$ cat config.mk
export PLATFORM = sky130hd
export DESIGN_NAME = lpbp_mix_back
export DESIGN_NICKNAME = d
export VERILOG_FILES = /design/src/rtl/lowpass_to_bandpass_tap_mixer_core_assert.svh /design/src/rtl/lpbp_pkg.sv /design/src/rtl/lpbp_mix_back.sv
export SDC_FILE = /design/constraint.sdc
export NUM_CORES = 2
export LEC_CHECK = 0
export ABC_AREA = 1
export ABC_CLOCK_PERIOD_IN_PS = 16600
export BUFFER_PORTS_ARGS = -buffer_cell sky130_fd_sc_hd__buf_2
export CAP_MARGIN = 20
export CORE_ASPECT_RATIO = 0.9
export CORE_UTILIZATION = 60
export DETAILED_ROUTE_END_ITERATION = 10
export GPL_TIMING_DRIVEN = 0
export PLACE_DENSITY = 0.78
export SKIP_CTS_REPAIR_TIMING = 1
export SLEW_MARGIN = 10
export SYNTH_ARGS = -nofsm -noshare
export SYNTH_HDL_FRONTEND = slang
export SYNTH_SLANG_ARGS = --single-unit
$ cat constraint.sdc
create_clock -name clk -period 16.6 [get_ports clk]
set_clock_uncertainty 0.15 [all_clocks]
set_input_delay 4.98 -clock clk [delete_from_list [all_inputs] [get_ports clk]]
set_output_delay 4.98 -clock clk [all_outputs]
set_load 0.005 [all_outputs]
$ cat src/rtl/lowpass_to_bandpass_tap_mixer_core_assert.svh
// ----------------------------------------------------------------------------
// Tap mixer assertion macros
// Same-cycle and next-cycle implication checks on clk, off during reset.
// ----------------------------------------------------------------------------
`ifndef LOWPASS_TO_BANDPASS_TAP_MIXER_CORE_ASSERT_SVH
`define LOWPASS_TO_BANDPASS_TAP_MIXER_CORE_ASSERT_SVH

`define LPBP_ASSERT_NOW(lbl, ante, cons) \
  lbl: assert property (@(posedge clk) disable iff (!rst_n) (ante) |-> (cons)) \
    else $error("lpbp same-cycle check failed");

`define LPBP_ASSERT_NEXT(lbl, ante, cons) \
  lbl: assert property (@(posedge clk) disable iff (!rst_n) (ante) |=> (cons)) \
    else $error("lpbp next-cycle check failed");

`endif

$ cat src/rtl/lpbp_pkg.sv
// ----------------------------------------------------------------------------
// lpbp_pkg
// Widths, CORDIC constants, shared types and rounding for the tap mixer.
// ----------------------------------------------------------------------------
package lpbp_pkg;

  localparam int SAMPLE_WIDTH  = 16;
  localparam int PHASE_WIDTH   = 32;
  localparam int CORDIC_STAGES = 16;

  localparam int TAP_W   = 16;
  localparam int STEP_W  = 32;
  localparam int ANGLE_W = 32;
  localparam int XY_W    = 34;
  localparam int Z_W     = 34;
  localparam int IDX_W   = 5;
  localparam int RND_W   = 36;

  localparam logic signed [XY_W-1:0] X_INIT = 34'sd652032874;

  localparam logic signed [RND_W-1:0] TRIG_HI = 36'sd32767;
  localparam logic signed [RND_W-1:0] TRIG_LO = -36'sd32768;
  localparam logic signed [RND_W-1:0] OUT_HI  = RND_W'((64'sd1 <<< (SAMPLE_WIDTH - 1)) - 1);
  localparam logic signed [RND_W-1:0] OUT_LO  = RND_W'(-(64'sd1 <<< (SAMPLE_WIDTH - 1)));

  typedef struct packed {
    logic signed [XY_W-1:0] x;
    logic signed [XY_W-1:0] y;
    logic signed [Z_W-1:0]  z;
  } lpbp_vec_t;

  typedef struct packed {
    logic signed [TAP_W-1:0] tap;
    logic                    flip;
    logic                    last;
  } lpbp_side_t;

  function automatic logic [ANGLE_W-1:0] atan_turns(input logic [IDX_W-1:0] idx);
    logic [ANGLE_W-1:0] a;
    case (idx)
      5'd0:    a = 32'h20000000;
      5'd1:    a = 32'h12E4051E;
      5'd2:    a = 32'h09FB385B;
      5'd3:    a = 32'h051111D4;
      5'd4:    a = 32'h028B0D43;
      5'd5:    a = 32'h0145D7E1;
      5'd6:    a = 32'h00A2F61E;
      5'd7:    a = 32'h00517C55;
      5'd8:    a = 32'h0028BE53;
      5'd9:    a = 32'h00145F2F;
      5'd10:   a = 32'h000A2F98;
      5'd11:   a = 32'h000517CC;
      5'd12:   a = 32'h00028BE6;
      5'd13:   a = 32'h000145F3;
      5'd14:   a = 32'h0000A2FA;
      5'd15:   a = 32'h0000517D;
      5'd16:   a = 32'h000028BE;
      5'd17:   a = 32'h0000145F;
      5'd18:   a = 32'h00000A30;
      5'd19:   a = 32'h00000518;
      5'd20:   a = 32'h0000028C;
      5'd21:   a = 32'h00000146;
      5'd22:   a = 32'h000000A3;
      5'd23:   a = 32'h00000051;
      5'd24:   a = 32'h00000029;
      5'd25:   a = 32'h00000014;
      5'd26:   a = 32'h0000000A;
      5'd27:   a = 32'h00000005;
      5'd28:   a = 32'h00000003;
      5'd29:   a = 32'h00000001;
      5'd30:   a = 32'h00000001;
      default: a = 32'h00000000;
    endcase
    return a;
  endfunction

  // round half up at bit 15, floor shift, clamp
  function automatic logic signed [RND_W-1:0] rnd_sat(
    input logic signed [RND_W-1:0] v,
    input logic signed [RND_W-1:0] hi,
    input logic signed [RND_W-1:0] lo
  );
    logic signed [RND_W-1:0] r;
    r = (v + 36'sd16384) >>> 15;
    if (r > hi) begin
      r = hi;
    end else if (r < lo) begin
      r = lo;
    end
    return r;
  endfunction

endpackage

$ cat src/rtl/lpbp_mix_back.sv
// ----------------------------------------------------------------------------
// lpbp_mix_back
// Quadrant restore, Q1.15 trig rounding, tap products and output register.
// ----------------------------------------------------------------------------
module lpbp_mix_back
  import lpbp_pkg::*;
(
  input  logic                    clk,
  input  logic                    rst_n,
  input  logic                    up_valid,
  output logic                    up_ready,
  input  lpbp_vec_t               up_vec,
  input  lpbp_side_t              up_side,
  output logic                    out_valid,
  input  logic                    out_stall,
  output logic signed [TAP_W-1:0] out_in_phase,
  output logic signed [TAP_W-1:0] out_quadrature,
  output logic                    out_end_of_filter
);

  localparam int PROD_W = 2 * TAP_W;

  logic                      va_r, vb_r, vc_r;
  logic                      ra, rb, rc;
  logic signed [TAP_W-1:0]   cos_r, sin_r, tap_a_r;
  logic                      last_a_r, last_b_r;
  logic signed [PROD_W-1:0]  pi_r, pq_r;
  logic signed [TAP_W-1:0]   oi_r, oq_r;
  logic                      ol_r;
  logic signed [RND_W-1:0]   xe, ye, xs, ys;

  assign rc = !vc_r || !out_stall;
  assign rb = !vb_r || rc;
  assign ra = !va_r || rb;
  assign up_ready = ra;

  assign xe = RND_W'(up_vec.x);
  assign ye = RND_W'(up_vec.y);
  assign xs = up_side.flip ? -xe : xe;
  assign ys = up_side.flip ? -ye : ye;

  always_ff @(posedge clk) begin
    if (!rst_n) begin
      va_r <= 1'b0;
      vb_r <= 1'b0;
      vc_r <= 1'b0;
    end else begin
      if (ra) begin
        va_r <= up_valid;
      end
      if (rb) begin
        vb_r <= va_r;
      end
      if (rc) begin
        vc_r <= vb_r;
      end
    end
  end

  always_ff @(posedge clk) begin
    if (ra && up_valid) begin
      cos_r    <= TAP_W'(rnd_sat(xs, TRIG_HI, TRIG_LO));
      sin_r    <= TAP_W'(rnd_sat(ys, TRIG_HI, TRIG_LO));
      tap_a_r  <= up_side.tap;
      last_a_r <= up_side.last;
    end
    if (rb && va_r) begin
      pi_r     <= tap_a_r * cos_r;
      pq_r     <= tap_a_r * sin_r;
      last_b_r <= last_a_r;
    end
    if (rc && vb_r) begin
      oi_r <= TAP_W'(rnd_sat(RND_W'(pi_r), OUT_HI, OUT_LO));
      oq_r <= TAP_W'(rnd_sat(RND_W'(pq_r), OUT_HI, OUT_LO));
      ol_r <= last_b_r;
    end
  end

  assign out_valid         = vc_r;
  assign out_in_phase      = oi_r;
  assign out_quadrature    = oq_r;
  assign out_end_of_filter = ol_r;

endmodule

# Yosys cells after proc, flatten, opt, wreduce, memory -nomap -nowiden
# Cells that the tools add are included.
dict set report classes {
  reduce_logical 10
  shift 0
  addsub 6
  order_cmp 8
  n_mul 2
  eq_ne 0
  n_bitwise 0
  muxes 6
  n_div 0
}
# operator count
set op_table {}
lappend op_table {{adder 36 x 16 -> 36 bit (second input constant)} 2}
lappend op_table {{two-way mux 36 bit} 2}
lappend op_table {{negation 34 -> 36 bit} 2}
lappend op_table {{adder 32 x 16 -> 33 bit (second input constant)} 2}
lappend op_table {{multiplier 16 x 16 -> 32 bit} 2}
lappend op_table {{two-way mux 16 bit} 4}
lappend op_table {{> comparator 21 x 16 -> 1 bit (second input constant)} 2}
lappend op_table {{< comparator 21 x 16 -> 1 bit (second input constant)} 2}
lappend op_table {{> comparator 18 x 16 -> 1 bit (second input constant)} 2}
lappend op_table {{< comparator 18 x 16 -> 1 bit (second input constant)} 2}
lappend op_table {{logical NOT 1 bit} 4}
lappend op_table {{logical AND 1 bit} 3}
lappend op_table {{logical OR 1 bit} 3}
dict set report totals {
  inputBits 124
  ramBits 0
  mem_bits_ro 0
  latchBits 0
  memories 0
  ff_bits 150
}

# Logic depth before layout (Yosys ltp)
dict set report depth {
  ltp_word 5
  ltp_mapped 28
  mapped_depth_nobuf 26
}

# Least setup slack after synthesis
# Ideal clock, no wire load.
dict set report synth_timing {
  path_kind {input to output}
  from {input out_stall}
  to {output up_ready}
  required_time_ns 11.470
  path_slack_ns 6.131
  arrival_time_ns 5.339
  path_buffers 0
  cell_stages 5
  cell_sequence {nand2_1 nor2_1 inv_1 nor2_1 inv_1}
}
dict set report synth_via {
  elab_chain_cells 4
}
# element line_no
set synth_rtl {}
lappend synth_rtl {{start, declared} lpbp_mix_back.sv:15} ;# input logic out_stall,
lappend synth_rtl {{logical NOT 1 bit} lpbp_mix_back.sv:32} ;# assign rc = !vc_r || !out_stall;
lappend synth_rtl {{logical OR 1 bit} lpbp_mix_back.sv:32}
lappend synth_rtl {{logical OR 1 bit} lpbp_mix_back.sv:33} ;# assign rb = !vb_r || rc;
lappend synth_rtl {{logical OR 1 bit} lpbp_mix_back.sv:34} ;# assign ra = !va_r || rb;
lappend synth_rtl {{end, declared} lpbp_mix_back.sv:11} ;# output logic up_ready,
# Every way passes these cells.

# Worst setup path in the final report
# Ends and elaborated chain as after synthesis.

==> metrics.txt <==
Final setup viols=0; die height=~210 um; synth-to-layout area growth=7.30%; placed wire-length estimate=about 60000 um; antenna violations before repair=2; slew margin rel.=37.5%; worst min-delay path category=reg2reg; cell count after placement=approximately 4.3k; full die area=between 0.04 and 0.05 mm^2; DP Area=roughly 0.030 mm^2; crit path kind=in2out; Ys Warns=0; minimum clock period=approximately 11 ns; Netlist cell types=a little under 50; startpoint class of the critical path=primary input; Mapped Nets=approximately 4.4k; die width=~230 um; ys async rst share=0%; latest clock arrival within the worst-skew pair=0.48 ns; FILL cells=between 4k and 5k; Post-synth EDFFs=between 100 and 150; clock sinks=about 120; Mapped Cells=3596; Worst setup EP type=output pin; fraction of layout cells with a size suffix above 1=between 7 and 8%; grt total ovfl=0; WP data required=~11 ns; ANT nets after route=0; vias in the first global route=between 20k and 25k; IO Pins=approximately 160; crit path max fanout=3; row count=between 70 and 80; Synth area leader=fa_1; final RePlAce weighted congestion=approximately 1; Root Buffer=clkbuf_16; Core Util, Final=between 60% and 70%; Setup TNS Final=0 ns; Max Clk Rate=around 92 MHz; Synth area leaders=fa_1 (37%), inv_1 (14%), edfxtp_1 (13%); Max Buffers Root-to-Sink=2; H-tree depth=4; first-pass GRT wire length=about 120000 um; Finished Layout Cells=~4.4k; Max Cap Viol=0; most instantiated cells after synthesis=inv_1 (1039), nand2_1 (864), fa_1 (522); drt drc=0; Initial Util=between 60 and 70%; post-synthesis cell area=approximately 0.028 mm^2; Finished Cell Area=slightly above 0.03 mm^2; vias per std cell=5.17; Core Area=around 0.047 mm^2; Vias=approximately 23k; WL final=a little over 70000 um; register area share after synthesis=about an eighth; Syn Area/Cell=7.85 um^2; Yosys reg bits=122; fin nets=roughly 4.5k; largest net degree at the start of global routing=28; final hold vios=0; total track usage=between 30% and 40%; drt first pass iters=6; max-slew violations=0; Detailed Route Iter0 Violations=around 2.0k; Clock Pin Slew Worst Setup and Hold Paths=roughly 0.06 ns; PortBufs=roughly 120; CTS tree=yes; worst-margin pin slew=around 0.94 ns; post-synth top area share=between 30% and 40%; CTS Buf Count=17; CP arrival=5.76 ns; count leader, synth=inv_1; wire per inst=approximately 16 um; outcome=complete, no violations; Final period util=roughly two thirds; top_reg_cell synth=edfxtp_1; RSZ-0062 raised after global routing=no
[final timing paths]
check / from / endpoint / slack (ns) / depth (start not counted)
setup / recovery: out_stall / up_ready / 5.71 / 7
hold / removal: last_a_r / last_b_r / 0.27 / 0
setup reg to reg: tap_a_r[1] / pq_r[26] / 9.23 / 23
hold reg to reg: last_a_r / last_b_r / 0.27 / 0
[per-stage QoR]
stage	hold slack [ns]	worst slack (ns)
after global routing	0.291	5.57
final	0.270	5.71
after floorplan	0.250	6.13
after detailed placement	0.257	5.72
after CTS	0.272	5.73
after global placement	0.254	5.89
[flip-flops by register name, summed over array words and instances, names as in the netlist]
name,cells
cos_r,16
last_a_r,1
last_b_r,1
out_end_of_filter,1
out_in_phase,16
out_quadrature,16
out_valid,1
pi_r,18
pq_r,18
sin_r,16
tap_a_r,16
va_r,1
vb_r,1
[cell usage in the layout (no fill, tap or decap), types with 42 or more instances in the layout]
master    instances
xor2_1           48
clkbuf_1        108
ha_1            162
buf_2           128
o21ai_0          65
a21oi_1          72
edfxtp_1        119
nor2_1          204
nand3_1          83
nand2_1         864
inv_1          1038
fa_1            522
nand2_2          61
xnor2_1          42
[critical path: stages]
cell and delay (ns):
buf_2 0.11, nand2_1 0.07, nor2_1 0.09, inv_1 0.07, nor2_1 0.21, inv_1 0.09
buf_2 0.13
[per-layer routing]
metal | vias to the layer above | global-route usage, % | share of wire (%)
met3 | 149 | 7.01 | 10
met5 | - | 0 | 0
met1 | 10737 | 43.7 | 42
met4 | 0 | 10.8 | 3.3
met2 | 1012 | 49.6 | 45
li1 | 10697 | - | -
[layout make-up]
class / count / area [um^2] / area share (%)
Inverter: 1044 / 3920 / 12.9
Buffer: 124 / 549 / 1.81
Clock inverter: 13 / 144 / 0.475
Multi-Input combinational cell: 2306 / 20200 / 66.5
Clock buffer: 19 / 433 / 1.43
Tap cell: 616 / 771 / 2.54
Timing Repair Buffer: 126 / 691 / 2.28
Antenna cell: 2 / 5.00 / 0.0165
Sequential cell: 122 / 3630 / 12.0
[cells by family (layout without fill, tap and decap cells)]
| group | after synthesis | after routing | synth area share [%] |
|---|---|---|---|
| and+or+nand+nor | 1347 | 1347 | 20.6 |
| buffers and inverters | 1168 | 1326 | 15.8 |
| adders and majority gates | 684 | 684 | 44.2 |
| AOI/OAI and AO/OA | 185 | 185 | 3.69 |
| DFF | 122 | 122 | 12.9 |
| xor gates and xnor gates | 90 | 90 | 2.79 |
| other | 0 | 2 | 0 |
Power is left out: the tool's default activity adds up to more than one toggle a clock period on the data nets, which glitch-free logic cannot reach.
