## src/rtl/lowpass_to_bandpass_tap_mixer_core_assert.svh

```systemverilog
// ----------------------------------------------------------------------------
// Tap mixer assertion macros
// Same-cycle and next-cycle implication checks on clk, off during reset.
// ----------------------------------------------------------------------------
`ifndef LOWPASS_TO_BANDPASS_TAP_MIXER_CORE_ASSERT_SVH
`define LOWPASS_TO_BANDPASS_TAP_MIXER_CORE_ASSERT_SVH

`define LPBP_ASSERT_NOW(lbl, ante, cons) \
  lbl: assert property (@(posedge clk) disable iff (!rst_n) (ante) |-> (cons)) \
    else $error("lpbp same-cycle check failed");

`define LPBP_ASSERT_NEXT(lbl, ante, cons) \
  lbl: assert property (@(posedge clk) disable iff (!rst_n) (ante) |=> (cons)) \
    else $error("lpbp next-cycle check failed");

`endif

```

## src/rtl/lpbp_pkg.sv

```systemverilog
// ----------------------------------------------------------------------------
// lpbp_pkg
// Widths, CORDIC constants, shared types and rounding for the tap mixer.
// ----------------------------------------------------------------------------
package lpbp_pkg;

  localparam int SAMPLE_WIDTH  = 16;
  localparam int PHASE_WIDTH   = 32;
  localparam int CORDIC_STAGES = 16;

  localparam int TAP_W   = 16;
  localparam int STEP_W  = 32;
  localparam int ANGLE_W = 32;
  localparam int XY_W    = 34;
  localparam int Z_W     = 34;
  localparam int IDX_W   = 5;
  localparam int RND_W   = 36;

  localparam logic signed [XY_W-1:0] X_INIT = 34'sd652032874;

  localparam logic signed [RND_W-1:0] TRIG_HI = 36'sd32767;
  localparam logic signed [RND_W-1:0] TRIG_LO = -36'sd32768;
  localparam logic signed [RND_W-1:0] OUT_HI  = RND_W'((64'sd1 <<< (SAMPLE_WIDTH - 1)) - 1);
  localparam logic signed [RND_W-1:0] OUT_LO  = RND_W'(-(64'sd1 <<< (SAMPLE_WIDTH - 1)));

  typedef struct packed {
    logic signed [XY_W-1:0] x;
    logic signed [XY_W-1:0] y;
    logic signed [Z_W-1:0]  z;
  } lpbp_vec_t;

  typedef struct packed {
    logic signed [TAP_W-1:0] tap;
    logic                    flip;
    logic                    last;
  } lpbp_side_t;

  function automatic logic [ANGLE_W-1:0] atan_turns(input logic [IDX_W-1:0] idx);
    logic [ANGLE_W-1:0] a;
    case (idx)
      5'd0:    a = 32'h20000000;
      5'd1:    a = 32'h12E4051E;
      5'd2:    a = 32'h09FB385B;
      5'd3:    a = 32'h051111D4;
      5'd4:    a = 32'h028B0D43;
      5'd5:    a = 32'h0145D7E1;
      5'd6:    a = 32'h00A2F61E;
      5'd7:    a = 32'h00517C55;
      5'd8:    a = 32'h0028BE53;
      5'd9:    a = 32'h00145F2F;
      5'd10:   a = 32'h000A2F98;
      5'd11:   a = 32'h000517CC;
      5'd12:   a = 32'h00028BE6;
      5'd13:   a = 32'h000145F3;
      5'd14:   a = 32'h0000A2FA;
      5'd15:   a = 32'h0000517D;
      5'd16:   a = 32'h000028BE;
      5'd17:   a = 32'h0000145F;
      5'd18:   a = 32'h00000A30;
      5'd19:   a = 32'h00000518;
      5'd20:   a = 32'h0000028C;
      5'd21:   a = 32'h00000146;
      5'd22:   a = 32'h000000A3;
      5'd23:   a = 32'h00000051;
      5'd24:   a = 32'h00000029;
      5'd25:   a = 32'h00000014;
      5'd26:   a = 32'h0000000A;
      5'd27:   a = 32'h00000005;
      5'd28:   a = 32'h00000003;
      5'd29:   a = 32'h00000001;
      5'd30:   a = 32'h00000001;
      default: a = 32'h00000000;
    endcase
    return a;
  endfunction

  // round half up at bit 15, floor shift, clamp
  function automatic logic signed [RND_W-1:0] rnd_sat(
    input logic signed [RND_W-1:0] v,
    input logic signed [RND_W-1:0] hi,
    input logic signed [RND_W-1:0] lo
  );
    logic signed [RND_W-1:0] r;
    r = (v + 36'sd16384) >>> 15;
    if (r > hi) begin
      r = hi;
    end else if (r < lo) begin
      r = lo;
    end
    return r;
  endfunction

endpackage

```

## src/rtl/lpbp_cordic_cell.sv

```systemverilog
// ----------------------------------------------------------------------------
// lpbp_cordic_cell
// One rotation-mode CORDIC iteration with its own word register.
// ----------------------------------------------------------------------------
module lpbp_cordic_cell
  import lpbp_pkg::*;
(
  input  logic             clk,
  input  logic             rst_n,
  input  logic [IDX_W-1:0] stage_idx,
  input  logic             up_valid,
  output logic             up_ready,
  input  lpbp_vec_t        up_vec,
  input  lpbp_side_t       up_side,
  output logic             dn_valid,
  input  logic             dn_ready,
  output lpbp_vec_t        dn_vec,
  output lpbp_side_t       dn_side
);

  logic                   valid_r;
  lpbp_vec_t              vec_r, vec_nxt;
  lpbp_side_t             side_r;
  logic signed [XY_W-1:0] dx, dy;
  logic signed [Z_W-1:0]  da;
  logic                   take;

  assign up_ready = !valid_r || dn_ready;
  assign take     = up_valid && up_ready;

  assign dx = up_vec.y >>> stage_idx;
  assign dy = up_vec.x >>> stage_idx;
  assign da = $signed({{(Z_W - ANGLE_W){1'b0}}, atan_turns(stage_idx)});

  always_comb begin
    if (!up_vec.z[Z_W-1]) begin
      vec_nxt.x = up_vec.x - dx;
      vec_nxt.y = up_vec.y + dy;
      vec_nxt.z = up_vec.z - da;
    end else begin
      vec_nxt.x = up_vec.x + dx;
      vec_nxt.y = up_vec.y - dy;
      vec_nxt.z = up_vec.z + da;
    end
  end

  always_ff @(posedge clk) begin
    if (!rst_n) begin
      valid_r <= 1'b0;
    end else if (up_ready) begin
      valid_r <= up_valid;
    end
  end

  always_ff @(posedge clk) begin
    if (take) begin
      vec_r  <= vec_nxt;
      side_r <= up_side;
    end
  end

  assign dn_valid = valid_r;
  assign dn_vec   = vec_r;
  assign dn_side  = side_r;

endmodule

```

## config.mk

```make
export PLATFORM = sky130hd
export DESIGN_NAME = lpbp_cordic_cell
export DESIGN_NICKNAME = d
export VERILOG_FILES = /design/src/rtl/lowpass_to_bandpass_tap_mixer_core_assert.svh /design/src/rtl/lpbp_pkg.sv /design/src/rtl/lpbp_cordic_cell.sv
export SDC_FILE = /design/constraint.sdc
export NUM_CORES = 1
export LEC_CHECK = 0
export BUFFER_PORTS_ARGS = -buffer_cell sky130_fd_sc_hd__buf_2
export CAP_MARGIN = 40
export CORE_MARGIN = 10
export CORE_UTILIZATION = 35
export DETAILED_ROUTE_END_ITERATION = 10
export PLACE_DENSITY = 0.57
export SYNTH_ARGS = -nofsm -noshare
export SYNTH_HDL_FRONTEND = slang
export SYNTH_SLANG_ARGS = --single-unit
```

## constraint.sdc

```tcl
create_clock -name clk -period 16.7 [get_ports clk]
set_clock_uncertainty 0.2 [all_clocks]
set_input_delay 3.34 -clock clk [delete_from_list [all_inputs] [get_ports clk]]
set_output_delay 3.34 -clock clk [all_outputs]
set_load 0.1 [all_outputs]
```

# [Word level (Yosys, flattened, before mapping)]
# Memory sizes are Yosys's and may differ from the RTL's.
# Index checks and enable logic that the tools add are counted.
[word_totals] inputBits=129 mem_count=1 ff_bits=121 out_inout_bits=122 rom_bits=960 word_cells=20
[mem_list] name="(name not given)" depth=32 width=30 read_ports=1 rd_ports_with_merged_regs=0 write_ports=0 line_no="lpbp_pkg.sv:40" rtl="case (idx)"
[op_classes] mux=1 shifts=2 add_sub_neg=6 n_reduce_logical=3
[op_table] op="102-bit 2-to-1 mux" n=1
[op_table] op="34-bit adder" n=2
[op_table] op="34-bit by 5-bit >>> shifter with 34-bit output" n=2
[op_table] op="34-bit subtractor" n=2
[op_table] op="34-bit by 33-bit adder with 34-bit output" n=1
[op_table] op="34-bit by 33-bit subtractor with 34-bit output" n=1
[op_table] op="1-bit logical AND" n=1
[op_table] op="1-bit zero test" n=1
[op_table] op="1-bit logical OR" n=1

# [Depth between registers and ports, before layout]
# Gate-level depths: netlist (run 1).
[depth] ltp_word=3 mapped_depth=30

# [Worst setup path before layout (run 1)]
# OpenSTA, ideal clock, no wires.
[synth_timing] path_type="input-to-reg" start="input stage_idx[1]" end="register vec_r (netlist bit dn_vec[30]) (data pin)" setup_slack_ps=7293 path_buffers=5 arrival_time_ps=8948 stages=25 cell_sequence="buf_2 > inv_2 > buf_1 > buf_1 > clkbuf_1 > ha_1 > nand2b_1 > a21oi_1 > nor4_1 > nor4bb_1 > and4b_1 > and3b_1 > nor2_1 > xor2_1 > ha_1 > clkbuf_1 > a211oi_1 > nand2_1 > a21oi_1 > nand4bb_1 > nor2_1 > a21oi_1 > o21ai_0 > a41o_1 > xor2_1"
[synth_lines] item="start, declared" line_no="lpbp_cordic_cell.sv:10" rtl="input logic [IDX_W-1:0] stage_idx,"
[synth_lines] item="end signal, assigned" line_no="lpbp_cordic_cell.sv:57" rtl="vec_r <= vec_nxt;"
[synth_lines] item="end, declared" line_no="lpbp_cordic_cell.sv:22" rtl="lpbp_vec_t vec_r, vec_nxt;"

==> flow_summary_export.csv, run 1 <==
group,metric,value,unit
outcome,status,"finished, final reports clean",
grt,antenna_found_initial,0,
routing,route.detailed.drc,0,
routing,firstDrtPassIters,5,
setup_path,crit_type,"in2reg",
setup_path,crit_chain,"buf_4 -> buf_4 -> mux4_4 -> mux2i_1 -> o22ai_1 -> a41oi_1 -> and2_1 -> ha_1 -> and3_1 -> a21oi_1 -> xor2_1 -> ha_1 -> a21oi_1 -> o21bai_1 -> a221oi_1 -> a21oi_1 -> a311oi_1 -> o21ai_0 -> a311oi_1 -> o21a_1 -> o21ai_0 -> xnor2_1",
synthesis,yosysWarnings,0,
clocking,root_buffer,"clkbuf_16",
clocking,cts.sinks,121,
place,pre_cts_ws,5810,ps
synthesis,yosys_most_used_dff,"edfxtp_1",
power,powerDensity,111,nW/µm²
clocking,cts_hold_buf,0,
min_path,hp-class,"reg2reg",
timing,min_period_over_period,62.5,%
setup_path,end_kind,"flop",
timing,tightest_slew,918,ps
timing,max_freq,0.0959,GHz
clocking,ctsHtreeMaxLevel,4,
routing,vias,15417,
synthesis,syn_avg_cell_area,9.21,µm²
grt,grt_max_degree,78,
synthesis,synth_fp_nets,2016,
cells_and_area,diodes,0,
power,vdd_ir_drop_max,79.8,µV
synthesis,synthCells,1774,
floorplan,start_util,35.2,%
power,power.leakage,7.70,nW
flow_run,max_cap_violations,0,
grt,overflow,0,
cells_and_area,fillers,4681,
floorplan,core,46400,µm²
floorplan,dieHeight,236,µm
setup_path,crit_required,16730,ps
routing,drtIter0Drc,1249,
timing,rsz0062_at_grt,"false",
place,port_buffers,250,
grt,grt_usage,21.7,%
synthesis,yosysUniqueCellTypes,94,
clocking,post-cts-setup-buffers,0,
routing,routed_wirelength,62.3,mm
place,dp.final_hpwl,48.6,mm
timing,fin_crit,10430,ps
timing,drv_slew,0,
setup_path,slowest_delay,750,ps
timing,relSlewSlack,38.8,%
synthesis,synth-seq-cells,121,
synthesis,synth_area,16300,µm²
cells_and_area,fin_util,40.0,%
routing,drtAntennaViolNets,0,
routing,vias_per_cell,5.96,
clocking,clkTransAtPathRegs,70,ps
grt,grt_pass1_wl,94.4,mm
clocking,cts_made_buffers,17,
cells_and_area,final_cell_mix,"buf_2, a21oi_1, nand2_1, nor2_1, edfxtp_1",
setup_path,r2r_start,"dn_valid",
setup_path,arrival,10460,ps
floorplan,die-area,55700,µm²
synthesis,synth_edf_count,120,
timing,fin_setup_tns,0,ps
clocking,cts_tree,"built",
setup_path,slowest_stage,"buf_4",
clocking,insertion_delay,480,ps
setup_path,cp-start-kind,"primary input",
setup_path,rrSetupSlack,14190,ps
place,gp_congestion,0.979,
cells_and_area,nets,2207,
cells_and_area,area_growth,13.6,%
floorplan,io_pins,251,
setup_path,reg2regPathDepth,3,
setup_path,cp_max_fo,70,
floorplan,die-width,236,µm
setup_path,crit_path_frequent_cell,"a21oi_1",
timing,setup_ws,6270,ps
cells_and_area,final_common_cell,"buf_2",
synthesis,async_reset_ff_share,0,%
clocking,cts_resized,0,
clocking,ctsLongestPathBuffers,2,
cells_and_area,drive_gt1_share,21.7,%
routing,wl_per_cell,24.1,µm
synthesis,seq_area_frac_synth,22.2,%
timing,setup-violations-final,0,
timing,finalHoldViolCount,0,
min_path,worstHoldStart,"dn_valid",
grt,grt_pass1_vias,15139,
setup_path,worstSetupStartpoint,"stage_idx[2]",
min_path,hold_depth,2,
floorplan,rows,79,
[logic make-up after synthesis]
| kind of cell | synth area share (%) |
|---|---|
| AND/OR/NAND/NOR | 15.0 |
| buffers and inverters | 4.67 |
| adder cells (fa/ha/maj) | 8.85 |
| AO/OA/AOI/OAI | 20.9 |
| XOR/XNOR | 9.22 |
| flip-flops | 22.2 |
| multiplexers | 19.2 |
[per-layer routing]
metal / global-route usage [%] / routed length (µm) / share of wire, % / vias up
li1: - / - / - / 7205
met1: 27.9 / 26700 / 43 / 7459
met2: 34.5 / 28700 / 46 / 665
met3: 5.06 / 4880 / 7.8 / 88
met4: 8.53 / 1990 / 3.2 / 0
met5: 0 / 0 / 0 / -
[worst max-delay path: cells and delay by family]
kind / cells / cell delay, ps
mux: 2 / 950
simple gates: 2 / 520
buf+inv: 2 / 1240
compound gates: 12 / 3500
xor+xnor: 2 / 300
fa+ha+maj: 2 / 500
[worst paths after layout]
path / to
hold reg to reg: dn_valid
setup / recovery: dn_vec[101]
hold / removal: dn_valid
setup reg to reg: dn_vec[55]
[area by class of cell]
type	instances	area, µm²	area share (%)
clock buffers	17	425	2.29
clock inverters	15	175	0.944
inverters	53	199	1.07
multi-input cells	1500	12000	64.4
flip-flops and latches	121	3620	19.5
well taps	607	759	4.09
repair buffers	272	1420	7.63
[sequential cells by signal, summed over array words and instances (netlist names)]
signal / count
dn_valid: 1
dn_vec: 102
dn_side: 18
[report_power, final]
group / switching (W) / internal [W]
registers: 0.0000137 / 0.000428
clock network: 0.000162 / 0.000224
logic: 0.000895 / 0.000340
[Yosys cell counts (all sizes together) (5+ instances only)]
cell type / n / area (µm²)
edfxtp: 120 / 3600
nor2b: 21 / 131
a21o: 53 / 398
clkbuf: 42 / 158
a21oi: 153 / 766
nand2: 140 / 526
xnor2: 107 / 937
inv: 53 / 199
nand3: 25 / 125
and3: 16 / 100
mux2: 28 / 319
nor2: 139 / 522
a211oi: 26 / 205
o311ai: 6 / 52.6
o31ai: 5 / 37.5
nor3: 37 / 196
a31oi: 41 / 257
o21ai: 88 / 440
a221oi: 11 / 96.3
and4: 7 / 66.3
a22oi: 13 / 97.6
xor2: 65 / 569
o22ai: 27 / 169
o21bai: 13 / 97.6
a21boi: 15 / 113
mux2i: 70 / 708
ha: 110 / 1380
mux4: 90 / 2110
buf: 58 / 407
nand4: 14 / 87.6
o211ai: 11 / 87.6
o21a: 20 / 150
and2: 24 / 150
nand2b: 28 / 175
or2: 9 / 56.3
nor4: 6 / 58.8
[through the flow]
stage	total power, W	hold slack [ps]	std cells	area, µm²
floorplan	0.00143	1580	1774	16300
global placement	0.00167	317	2549	17900
detailed placement	0.00168	327	2552	18000
CTS	0.00208	337	2584	18600
global route	0.00218	373	2585	18600
finish	0.00206	343	2585	18600
Note: power is estimated with default switching activity, not from simulation.
==> run 2: changes to the inputs <==
Settings changed: ABC_AREA set to 1, PLACE_DENSITY 0.57 to 0.59.
Clock period 16.7 ns to 8.7 ns, I/O delays scaled along.
==> run 2 against run 1 <==
Net effect:
- sequential power is 92% higher
- clock-buffer cell count rose by 3
- power is 89% higher
- final cell count up 27%
- critical path depth up 7
- sequential share of layout area grew 0.35 points
- utilization grew 0.23 points
- hold slack improved by 5.0 ps
- synthesized cell count increased by 39%
- non-clock buffer count shrank 7
- largest power group unchanged
- highest routed layer unchanged
==> flow_summary_export.csv, run 2 <==
group,metric,value,unit
outcome,status,"finished, final reports clean",
timing,min_period_over_period,79.0,%
power,finalPower,0.00389,W
clocking,cts_resized,0,
routing,routed_wirelength,59.4,mm
synthesis,synth_edf_count,120,
clocking,cts_tree,"built",
synthesis,synth_fp_nets,2713,
grt,grt_usage,21.2,%
synthesis,synth_top_area_cell,"edfxtp_1",
routing,drtIter0Drc,1292,
floorplan,die-area,54600,µm²
clocking,ctsLongestPathBuffers,2,
min_path,hp-class,"reg2reg",
synthesis,synthCells,2471,
setup_path,arrival,6900,ps
synthesis,synth_area,16000,µm²
synthesis,yosys_most_used_dff,"edfxtp_1",
timing,rsz0062_at_grt,"false",
power,powerDensity,213,nW/µm²
cells_and_area,area_growth,14.1,%
setup_path,worstSetupStartpoint,"stage_idx[2]",
cells_and_area,final_common_cell,"nand2_1",
clocking,cts_hold_buf,0,
place,port_buffers,250,
setup_path,critPathCapture,"dn_vec[101]",
setup_path,r2r_start,"dn_valid",
cells_and_area,final_cell_area,18200,µm²
place,dp.final_hpwl,49.5,mm
cells_and_area,final_cells,3281,
clocking,ctsHtreeMaxLevel,4,
timing,max_freq,0.145,GHz
setup_path,crit_type,"in2reg",
setup_path,reg2reg_to,"dn_vec[56]",
timing,fin_setup_tns,0,ps
setup_path,crit_path_frequent_cell,"nand2_1",
timing,setup-violations-final,0,
synthesis,yosysWarnings,0,
timing,relSlewSlack,46.8,%
setup_path,crit_required,8730,ps
routing,route.detailed.drc,0,
clocking,cts_made_buffers,17,
grt,grt_pass1_wl,89.8,mm
power,power.leakage,9.00,nW
timing,fin_crit,6870,ps
clocking,insertion_delay,460,ps
place,placed_area,17600,µm²
floorplan,die-width,234,µm
routing,vias_per_cell,5.24,
cells_and_area,final_cell_mix,"nand2_1, nand3_1, buf_2, inv_1, nor2_1",
place,gp_congestion,0.957,
timing,drv_slew,0,
setup_path,reg2regPathDepth,2,
setup_path,slowest_stage,"buf_2",
synthesis,synth_common_cells,"nand2_1, nand3_1, inv_1",
setup_path,cp_max_fo,40,
clocking,clkTransAtPathRegs,60,ps
clocking,cts.sinks,121,
floorplan,io_pins,251,
cells_and_area,largest_register_ff_count,102,
clocking,root_buffer,"clkbuf_16",
synthesis,async_reset_ff_share,0,%
setup_path,slowest_delay,570,ps
floorplan,dieHeight,234,µm
routing,wl_per_cell,18.1,µm
synthesis,synth.most_common_cell,"nand2_1",
clocking,post-cts-setup-buffers,0,
synthesis,seq_area_frac_synth,22.7,%
grt,grt_max_degree,76,
grt,antenna_found_initial,0,
timing,tightest_slew,797,ps
cells_and_area,drive_gt1_share,14.8,%
setup_path,cp-start-kind,"primary input",
timing,finalHoldViolCount,0,
grt,grt_pass1_vias,16357,
synthesis,netlist.area_leader.share,22.5,%
cells_and_area,diodes,0,
cells_and_area,nets,2910,
setup_path,end_kind,"flop",
routing,vias,17206,
floorplan,start_util,35.3,%
synthesis,yosysUniqueCellTypes,54,
routing,firstDrtPassIters,7,
synthesis,synth-seq-cells,121,
place,dp_cells,3249,
floorplan,rows,78,
floorplan,core,45300,µm²
power,vdd_ir_drop_max,159,µV
synthesis,syn_avg_cell_area,6.47,µm²
synthesis,synth_area_leaders,"edfxtp_1, nand2_1, nand3_1",
flow_run,max_cap_violations,0,
routing,drtAntennaViolNets,0,
setup_path,rrSetupSlack,6430,ps
grt,overflow,0,
[run 2: cell families (layout without fill, tap and decap cells)]
kind of cell	count (synthesis)	count (layout)	synth area share (%)
AND/OR/NAND/NOR	1413	1413	38.9
XOR/XNOR	169	169	9.26
buffers and inverters	327	537	8.71
AO/OA/AOI/OAI	328	328	11.5
flip-flops	121	121	22.7
adder cells (fa/ha/maj)	113	113	8.99
[run 2: area by class of cell]
class / count / area (µm²)
fill: 4964 / 27100
multi-input combinational: 2023 / 11000
sequential: 121 / 3620
timing repair buffer: 265 / 1360
inverter: 240 / 906
tap: 600 / 751
clock buffer: 20 / 437
clock inverter: 12 / 173
[run 2: worst max-delay path: cells and delay by family]
family          cells  cell delay, ps
compound gates      3             960
xor+xnor            1             170
fa+ha+maj           2             530
buf+inv             7            1690
simple gates       16            1760
[run 2: through the flow]
stage / setup WS (ps) / util, % / hold WS [ps]
2_1_floorplan: 304 / - / 1500
3_3_place_gp: 1340 / 38.9 / 341
3_5_place_dp: 1400 / 38.9 / 346
4_1_cts: 1910 / 40.3 / 356
5_1_grt: 1290 / 40.3 / 384
6_report: 1830 / 40.3 / 348
[run 2: power breakdown]
| part | internal, W | switching, W |
|---|---|---|
| combinational | 0.000529 | 0.00176 |
| sequential | 0.000823 | 0.0000254 |
| clock | 0.000476 | 0.000276 |
| total | 0.00183 | 0.00206 |
[run 2: worst min path at each step]
stage	from	endpoint	slack [ps]	cells after the start
global placement	dn_valid	dn_valid	340	2
floorplan	dn_valid	dn_valid	1500	2
CTS	dn_valid	dn_valid	360	2
detailed placement	dn_valid	dn_valid	350	2
global route	dn_valid	dn_valid	380	2
finish	dn_valid	dn_valid	350	2
[run 2: metal layers]
layer	GRT usage, %	share of wire, %
met1	25.9	43
met2	37.2	49
met3	2.88	5.0
met4	7.62	2.9
met5	0	0
